`src/design/ttb_pkg.sv`:
```
// Package with shared types and constants of the triangle tangent basis block.
`default_nettype none
package ttb_pkg;
   localparam int unsigned CoordWidth = 16;
   localparam int unsigned DeltaWidth = 17;
   localparam int unsigned NumerWidth = 35;
   localparam int unsigned DividendWidth = 56;
   localparam int unsigned QuotWidth = 56;
   localparam int unsigned ResultWidth = 32;
   localparam int unsigned NumDivs = 6;
   localparam int unsigned DivIdxWidth = 3;
   localparam int unsigned FracShift = 20;

   typedef struct packed {
      logic signed [CoordWidth-1:0] pos_x;
      logic signed [CoordWidth-1:0] pos_y;
      logic signed [CoordWidth-1:0] pos_z;
      logic signed [CoordWidth-1:0] tex_u;
      logic signed [CoordWidth-1:0] tex_v;
   } vertex_type;

   typedef struct packed {
      logic signed [ResultWidth-1:0] tangent_x;
      logic signed [ResultWidth-1:0] tangent_y;
      logic signed [ResultWidth-1:0] tangent_z;
      logic signed [ResultWidth-1:0] bitangent_x;
      logic signed [ResultWidth-1:0] bitangent_y;
      logic signed [ResultWidth-1:0] bitangent_z;
      logic                          degenerate;
      logic                          last_of_triangle;
   } result_type;

   // Commands from the controller to the datapath.
   typedef struct packed {
      logic hold_first;
      logic hold_second;
      logic setup;
      logic div_start;
      logic div_step;
      logic div_store;
      logic [DivIdxWidth-1:0] div_idx;
   } ttb_cmd_type;

   // Status from the datapath to the controller.
   typedef struct packed {
      logic degenerate;
      logic div_done;
   } ttb_status_type;
endpackage
`default_nettype wire

```
`src/design/ttb_control.sv`:
```
// Controller: vertex sequencing, division schedule and the three result transactions.
`default_nettype none
module ttb_control (
   input  wire logic                    clock,
   input  wire logic                    reset,
   input  wire logic                    req_valid,
   output      logic                    req_ready,
   output      logic                    rsp_valid,
   input  wire logic                    rsp_ready,
   output      logic                    rsp_last,
   input  wire ttb_pkg::ttb_status_type status,
   output      ttb_pkg::ttb_cmd_type    cmd
);
   typedef enum logic [4:0] {
      ST_IDLE  = 5'b00001,
      ST_START = 5'b00010,
      ST_DIV   = 5'b00100,
      ST_STORE = 5'b01000,
      ST_OUT   = 5'b10000
   } state_type;

   state_type state_ff, state_in;
   logic [1:0] phase_ff, phase_in;
   logic [1:0] start_ff, start_in;
   logic [ttb_pkg::DivIdxWidth-1:0] idx_ff, idx_in;
   logic [1:0] rep_ff, rep_in;
   logic take;

   assign req_ready = (state_ff == ST_IDLE);
   assign take = req_valid && req_ready;
   assign rsp_valid = (state_ff == ST_OUT);
   assign rsp_last = (rep_ff == 2'd2);

   always_comb begin
      state_in = state_ff;
      phase_in = phase_ff;
      start_in = start_ff;
      idx_in = idx_ff;
      rep_in = rep_ff;
      cmd = '0;
      cmd.div_idx = idx_ff;
      case (state_ff)
         ST_IDLE: begin
            if (take) begin
               cmd.hold_first = (phase_ff == 2'd0);
               cmd.hold_second = (phase_ff == 2'd1);
               cmd.setup = (phase_ff == 2'd2);
               if (phase_ff == 2'd2) begin
                  phase_in = 2'd0;
                  idx_in = '0;
                  start_in = '0;
                  state_in = ST_START;
               end else begin
                  phase_in = phase_ff + 2'd1;
               end
            end
         end
         ST_START: begin
            if (status.degenerate) begin
               rep_in = '0;
               state_in = ST_OUT;
            end else begin
               cmd.div_start = 1'b1;
               start_in = start_ff + 2'd1;
               if (start_ff == 2'd1) state_in = ST_DIV;
            end
         end
         ST_DIV: begin
            cmd.div_step = 1'b1;
            if (status.div_done) state_in = ST_STORE;
         end
         ST_STORE: begin
            cmd.div_store = 1'b1;
            start_in = '0;
            if (idx_ff == ttb_pkg::DivIdxWidth'(ttb_pkg::NumDivs - 1)) begin
               rep_in = '0;
               state_in = ST_OUT;
            end else begin
               idx_in = idx_ff + 1'b1;
               state_in = ST_START;
            end
         end
         ST_OUT: begin
            if (rsp_ready) begin
               rep_in = rep_ff + 2'd1;
               if (rep_ff == 2'd2) state_in = ST_IDLE;
            end
         end
         default: state_in = ST_IDLE;
      endcase
   end

   always_ff @(posedge clock) begin
      if (reset) begin
         state_ff <= ST_IDLE;
         phase_ff <= '0;
         start_ff <= '0;
         idx_ff <= '0;
         rep_ff <= '0;
      end else begin
         state_ff <= state_in;
         phase_ff <= phase_in;
         start_ff <= start_in;
         idx_ff <= idx_in;
         rep_ff <= rep_in;
      end
   end

   a_onehot: assert property (@(posedge clock) disable iff (reset) $onehot(state_ff))
      else $error("state not one-hot");
   a_phase: assert property (@(posedge clock) disable iff (reset) phase_ff != 2'd3)
      else $error("vertex phase out of range");
   a_last_ends: assert property (@(posedge clock) disable iff (reset)
      rsp_valid && rsp_ready && rsp_last |=> state_ff == ST_IDLE)
      else $error("burst did not end after last result");
endmodule
`default_nettype wire

```
`config.mk`:
```
export PLATFORM = sky130hd
export DESIGN_NAME = ttb_control
export DESIGN_NICKNAME = d
export VERILOG_FILES = /design/src/design/ttb_pkg.sv /design/src/design/ttb_control.sv
export SDC_FILE = /design/constraint.sdc
export NUM_CORES = 1
export LEC_CHECK = 0
export BUFFER_PORTS_ARGS = -buffer_cell sky130_fd_sc_hd__buf_4
export CORE_UTILIZATION = 40
export DETAILED_ROUTE_END_ITERATION = 8
export GPL_TIMING_DRIVEN = 1
export PLACE_DENSITY_LB_ADDON = 0.08
export SYNTH_ARGS = -nofsm -noshare
export SYNTH_HDL_FRONTEND = slang
export SYNTH_SLANG_ARGS = --single-unit
```
`constraint.sdc`:
```
create_clock -name clock -period 2.5 [get_ports clock]
set_input_delay 0.25 -clock clock [delete_from_list [all_inputs] [get_ports clock]]
set_output_delay 0.25 -clock clock [all_outputs]
set_load 0.005 [all_outputs]
```
Word-level counts from Yosys, hierarchy flattened. Index checks and enable logic that the tools add are counted.

$add $sub $neg: 4. Equality and inequality tests: 20. Multiplexer cells: 28. Reduce and logical (&&, ||, !) cells: 10.

Operators by type and width (count): $mux W5 (8); $pmux W5 S5 (1); $mux W3 (5); $mux W2 (7); $pmux W2 S3 (2); $reduce_and A4 Y1 (3); $ne A2 B2 Y1 const B (5); $ne A2 B1 Y1 const B (4); $add A2 B1 Y2 const B (3); $pmux W3 S2 (1); $reduce_and A6 Y1 (1); $reduce_bool A3 Y1 (2); $eq A5 B1 Y1 const B (1); $eq A5 B2 Y1 const B (1); $eq A5 B3 Y1 const B (1); $eq A5 B4 Y1 const B (1); $eq A5 B5 Y1 const B (1); $eq A2 B1 Y1 const B (2); $eq A2 B2 Y1 const B (2); $mux W1 (4); $add A3 B1 Y3 const B (1); $eq A3 B3 Y1 const B (1); $ne A3 B3 Y1 const B (1); $logic_not A2 Y1 (1); other kinds (3) (3).

Flip-flop bits (word level): 14. Input port bits: 6. Output and inout port bits: 12. Word-level logic and storage cells: 67.

Longest topological paths before layout.
Depth after elaboration: 4. Gate-level depth with buffers: 7.

Worst setup path before layout. No wires, ideal clock.

Path type: reg2reg. Start point: register state_ff[0]. End point: register idx_ff[1] in the netlist's numbering. Setup time: 71 ps. Arrival time: 1593 ps. Path slack: 837 ps. Cell stages (with the launch flop): 6. Path buffers: 0. Period minus slack after synthesis: 1663 ps. Cell sequence: dfxtp_1 -> or3_1 -> nand2b_4 -> a211o_1 -> or3_1 -> a21oi_1.

Word-level cells in the longest chain between the ends: 4. Elaborated cells on any way between the ends: 9. Classes of those cells: eq/ne: 5; mux: 1; reduce/logical: 3.

RTL lines: from (decl) (line ttb_control.sv:22) `state_type state_ff, state_in;`; from (signal assigned) (line ttb_control.sv:101) `state_ff <= state_in;`; $eq A5 B1 Y1 (line ttb_control.sv:29, ttb_control.sv:42); $logic_and A1 B1 Y1 (line ttb_control.sv:30) `assign take = req_valid && req_ready;`; $ne A2 B1 Y1 (no line); $reduce_and A4 Y1 (no line); to (signal assigned) (line ttb_control.sv:104) `idx_ff <= idx_in;`; to (decl) (line ttb_control.sv:25) `logic [ttb_pkg::DivIdxWidth-1:0] idx_ff, idx_in;`.

Several ways; a longest one is shown, not always the timed one. A chain may end at the register's enable or synchronous reset.

==> metrics.md <==
| Metric | Value |
|---|---|
| Result of the run | completed |
| Die area | 2180 um2 |
| Reg2reg end | idx_ff[1]$_SDFFE_PP0P_ |
| Residual overflow from global routing | 0 |
| Fmax achieved | 0.554 GHz |
| Placed cell count | 140 |
| Crit Path Category | reg2out |
| Area of all sequential standard cells | 280 um2 |
| Clock tree from TritonCTS | built |
| Most Used Layer, Global Route | met2 |
| Maximum clock insertion buffer count | 2 |
| Share of the synthesized area in the top cell type | 35.1% |
| Number of distinct library cells after synthesis | 30 |
| Actual slew at the worst max-slew pin | 563 ps |
| Die W | 46.7 um |
| Area growth from synthesis to layout | 20.8% |
| Accumulated negative setup slack | 0 ps |
| Wire length after detailed routing | 1720 um |
| Critical path peak fanout | 6 |
| Clock H-tree levels | 1 |
| Global routing met3 resource utilization | 5.88% |
| Met1 demand-to-capacity share in global routing | 23.5% |
| Setup Buffers After CTS | 0 |
| Final cycle utilization of the critical path | 72.2% |
| Flip-flop and latch count after synthesis | 14 |
| Number of vias after detailed routing | 740 |
| Cells after synthesis | 101 |
| Global-route track usage on met2 | 26.7% |
| Initial drt markers | 17 |
| Peak VDD IR | 369 uV |
| Total CTS buffers | 3 |
| Static Leakage | 0.427 nW |
| Count of hold-fix buffers inserted at cts | 0 |
| Starting density of the core | 44.3% |
| Mean area per synthesized cell | 7.90 um2 |
| Cell count of the worst reg-to-reg path | 5 |
| Count of input and output buffers | 17 |
| Power per Cell Area | 631 nW/um2 |
| Final cell count without fillers | 143 |
| Routability Congestion | 0.833 |
| Number of antenna violations at the first check in global routing | 0 |
| Number of synthesis warnings | 0 |
| Setup violation total in the final timing report | 0 |
| Async S/R FF share, synth | 0% |
| Mean routed wirelength per cell | 12.0 um |
| Minimum clock period | 1810 ps |
| Max Slew Vio Count | 0 |
| Share of cells above drive strength 1 | 20.3% |
| Post-synthesis cell type with the largest combined area | sky130_fd_sc_hd__dfxtp_1 |
| Total of fill cells in the finished design | 193 |
| Post-cts resize count | 0 |
| Clk_lat worst skew | 280 ps |
| Core utilization of the finished layout | 53.5% |
| Final Skew | 1.41 ps |
| Largest net degree at the start of global routing | 18 |
| Number of top-level pins | 18 |
| Setup crit start | state_ff[3]$_SDFFE_PP0P_ |
| Number of detailed-routing iterations run before antenna repair | 4 |
| Most frequent cell after synthesis | sky130_fd_sc_hd__dfxtp_1 |
| Vertical die dimension | 46.7 um |
| Last element of the critical path | cmd[8] |
| Kind of end point of the critical path | output pin |
| Total Nets Final | 130 |
| Global-route wire length before repair | 2660 um |
| Crit start category | flip-flop |
| Worst rel slew slack | 62.1% |
| RSZ-0062 raised after global routing | false |
| Main synth FF type | sky130_fd_sc_hd__dfxtp_1 |
| Clock root buffer master | sky130_fd_sc_hd__clkbuf_4 |
| Count of flip-flops with a built-in enable after synthesis | 0 |
| Vias in the first global route | 621 |
| Leading post-synthesis cells by cell area | sky130_fd_sc_hd__dfxtp_1 35%, sky130_fd_sc_hd__ha_1 6.3%, sky130_fd_sc_hd__a21oi_1 5.6%, sky130_fd_sc_hd__inv_1 5.2%, sky130_fd_sc_hd__nor2_1 4.7% |
| Final Hold Violating Endpoints | 0 |
| ANT cells | 0 |
| # Max-Cap Violations | 0 |
| GRT Resource Usage Total | 17.4% |
| Remaining antenna violation count | 0 |
| Most common library cells after synthesis | 14 x sky130_fd_sc_hd__dfxtp_1, 11 x sky130_fd_sc_hd__inv_1, 10 x sky130_fd_sc_hd__nor2_1 |
| Data arrival at the endpoint of the critical path | 1560 ps |
| Worst endpoint required time | 2250 ps |
| Area occupied by multi-input gates | 462 um2 |
| Floorplan core area | 1800 um2 |
| Total nets after synthesis | 111 |
| DR DRC count | 0 |
| Type of the worst min-delay path | in2reg |
| Clk sink count | 14 |
| Per-cell via count in the routed design | 5.17 |
| Cell row count | 15 |
| Register area share after synthesis | 35.1% |
| Startpoint of the worst register-to-register path | state_ff[0]$_SDFFE_PP1P_ |
| Flop2flop setup slack | 740 ps |
| HPWL Detailed | 1330 um |
| Clk pin slew, worst setup/hold paths | 80 ps |
| Cell area after synthesis | 798 um2 |
## through the flow
| step | instance area [um2] | hold slack (ps) | power [mW] | setup slack, ps |
|---|---|---|---|---|
| global placement | 942 | 465 | 0.484 | 788 |
| global route | 965 | 268 | 0.655 | 487 |
| floorplan | 798 | 444 | 0.415 | 837 |
| detailed placement | 942 | 471 | 0.485 | 753 |
| finish | 965 | 264 | 0.609 | 694 |
| CTS | 965 | 265 | 0.613 | 678 |
## state kept, by name (all words and copies together), names as in the netlist
register,count
start_ff,2
rep_ff,2
state_ff,5
phase_ff,2
idx_ff,3
## layout make-up
class	count	share of cell area, %
inverter	11	4.28
clock buffer	3	2.33
timing repair buffer	17	13.2
sequential	14	29.1
multi-input combinational	73	47.9
tap	25	3.24
## cells by family (layout without fill, tap and decap cells)
| family | count (synthesis) | after routing | share of synthesized area (%) |
|---|---|---|---|
| xor+xnor | 1 | 1 | 1.10 |
| fa+ha+maj | 4 | 4 | 6.27 |
| compound gates | 22 | 22 | 18.7 |
| simple gates | 46 | 46 | 31.8 |
| buf+inv | 14 | 31 | 7.05 |
| flops | 14 | 14 | 35.1 |
## report_power, final
group          leakage [nW]  internal, mW  switching (mW)  total, mW
Sequential            0.113         0.240          0.0145      0.254
Clock                0.0138        0.0558          0.0719      0.128
Combinational         0.300         0.101           0.126      0.227
## worst max-delay path, cell delays in order, from the launching register on
cell and delay, ps:
sky130_fd_sc_hd__dfxtp_1 380, sky130_fd_sc_hd__nor3_2 320, sky130_fd_sc_hd__nand3_1 190, sky130_fd_sc_hd__nor3_1 230
sky130_fd_sc_hd__buf_4 160
## cells in the final DEF, fill, tap and decap left out
| cell type | count |
|---|---|
| sky130_fd_sc_hd__and2_1 | 2 |
| sky130_fd_sc_hd__nand2_1 | 6 |
| sky130_fd_sc_hd__nor3_2 | 1 |
| sky130_fd_sc_hd__o31ai_1 | 2 |
| sky130_fd_sc_hd__a2111oi_2 | 1 |
| sky130_fd_sc_hd__or3_1 | 5 |
| sky130_fd_sc_hd__a21oi_1 | 9 |
| sky130_fd_sc_hd__xnor2_1 | 1 |
| sky130_fd_sc_hd__and2b_1 | 2 |
| sky130_fd_sc_hd__nor3b_1 | 2 |
| sky130_fd_sc_hd__o21ai_0 | 3 |
| sky130_fd_sc_hd__o221a_2 | 1 |
| sky130_fd_sc_hd__nand3_1 | 5 |
| sky130_fd_sc_hd__o22ai_1 | 1 |
| sky130_fd_sc_hd__a211oi_1 | 3 |
| sky130_fd_sc_hd__nor3_1 | 5 |
| sky130_fd_sc_hd__nor2b_1 | 2 |
| sky130_fd_sc_hd__ha_1 | 4 |
| sky130_fd_sc_hd__nand3b_1 | 1 |
| sky130_fd_sc_hd__a211o_1 | 1 |
| sky130_fd_sc_hd__inv_1 | 11 |
| sky130_fd_sc_hd__nor2_1 | 10 |
| sky130_fd_sc_hd__clkbuf_4 | 3 |
| sky130_fd_sc_hd__nand2b_4 | 1 |
| sky130_fd_sc_hd__and3_1 | 1 |
| sky130_fd_sc_hd__buf_4 | 17 |
| sky130_fd_sc_hd__nand2b_1 | 2 |
| sky130_fd_sc_hd__a311o_1 | 1 |
| sky130_fd_sc_hd__or4_1 | 1 |
| sky130_fd_sc_hd__dfxtp_1 | 14 |
## worst min path at each step
stage	to	cells after the start	startpoint	slack (ps)
after detailed placement	rep_ff[1]$_SDFFE_PP0P_	2	rep_ff[1]$_SDFFE_PP0P_	470
after floorplan	start_ff[0]$_SDFFE_PP0P_	1	start_ff[0]$_SDFFE_PP0P_	440
after global routing	rep_ff[1]$_SDFFE_PP0P_	2	reset	270
final	idx_ff[1]$_SDFFE_PP0P_	2	reset	260
after global placement	start_ff[0]$_SDFFE_PP0P_	1	start_ff[0]$_SDFFE_PP0P_	470
after CTS	phase_ff[1]$_SDFFE_PP0P_	2	reset	270
## routing by layer
layer  vias up  routed length [um]
li1        388                   -
met4         0                  14
met5         -                   0
met3         2                 103
met1       329                 865
met2        21                 738
(Power assumes the default switching activity.)
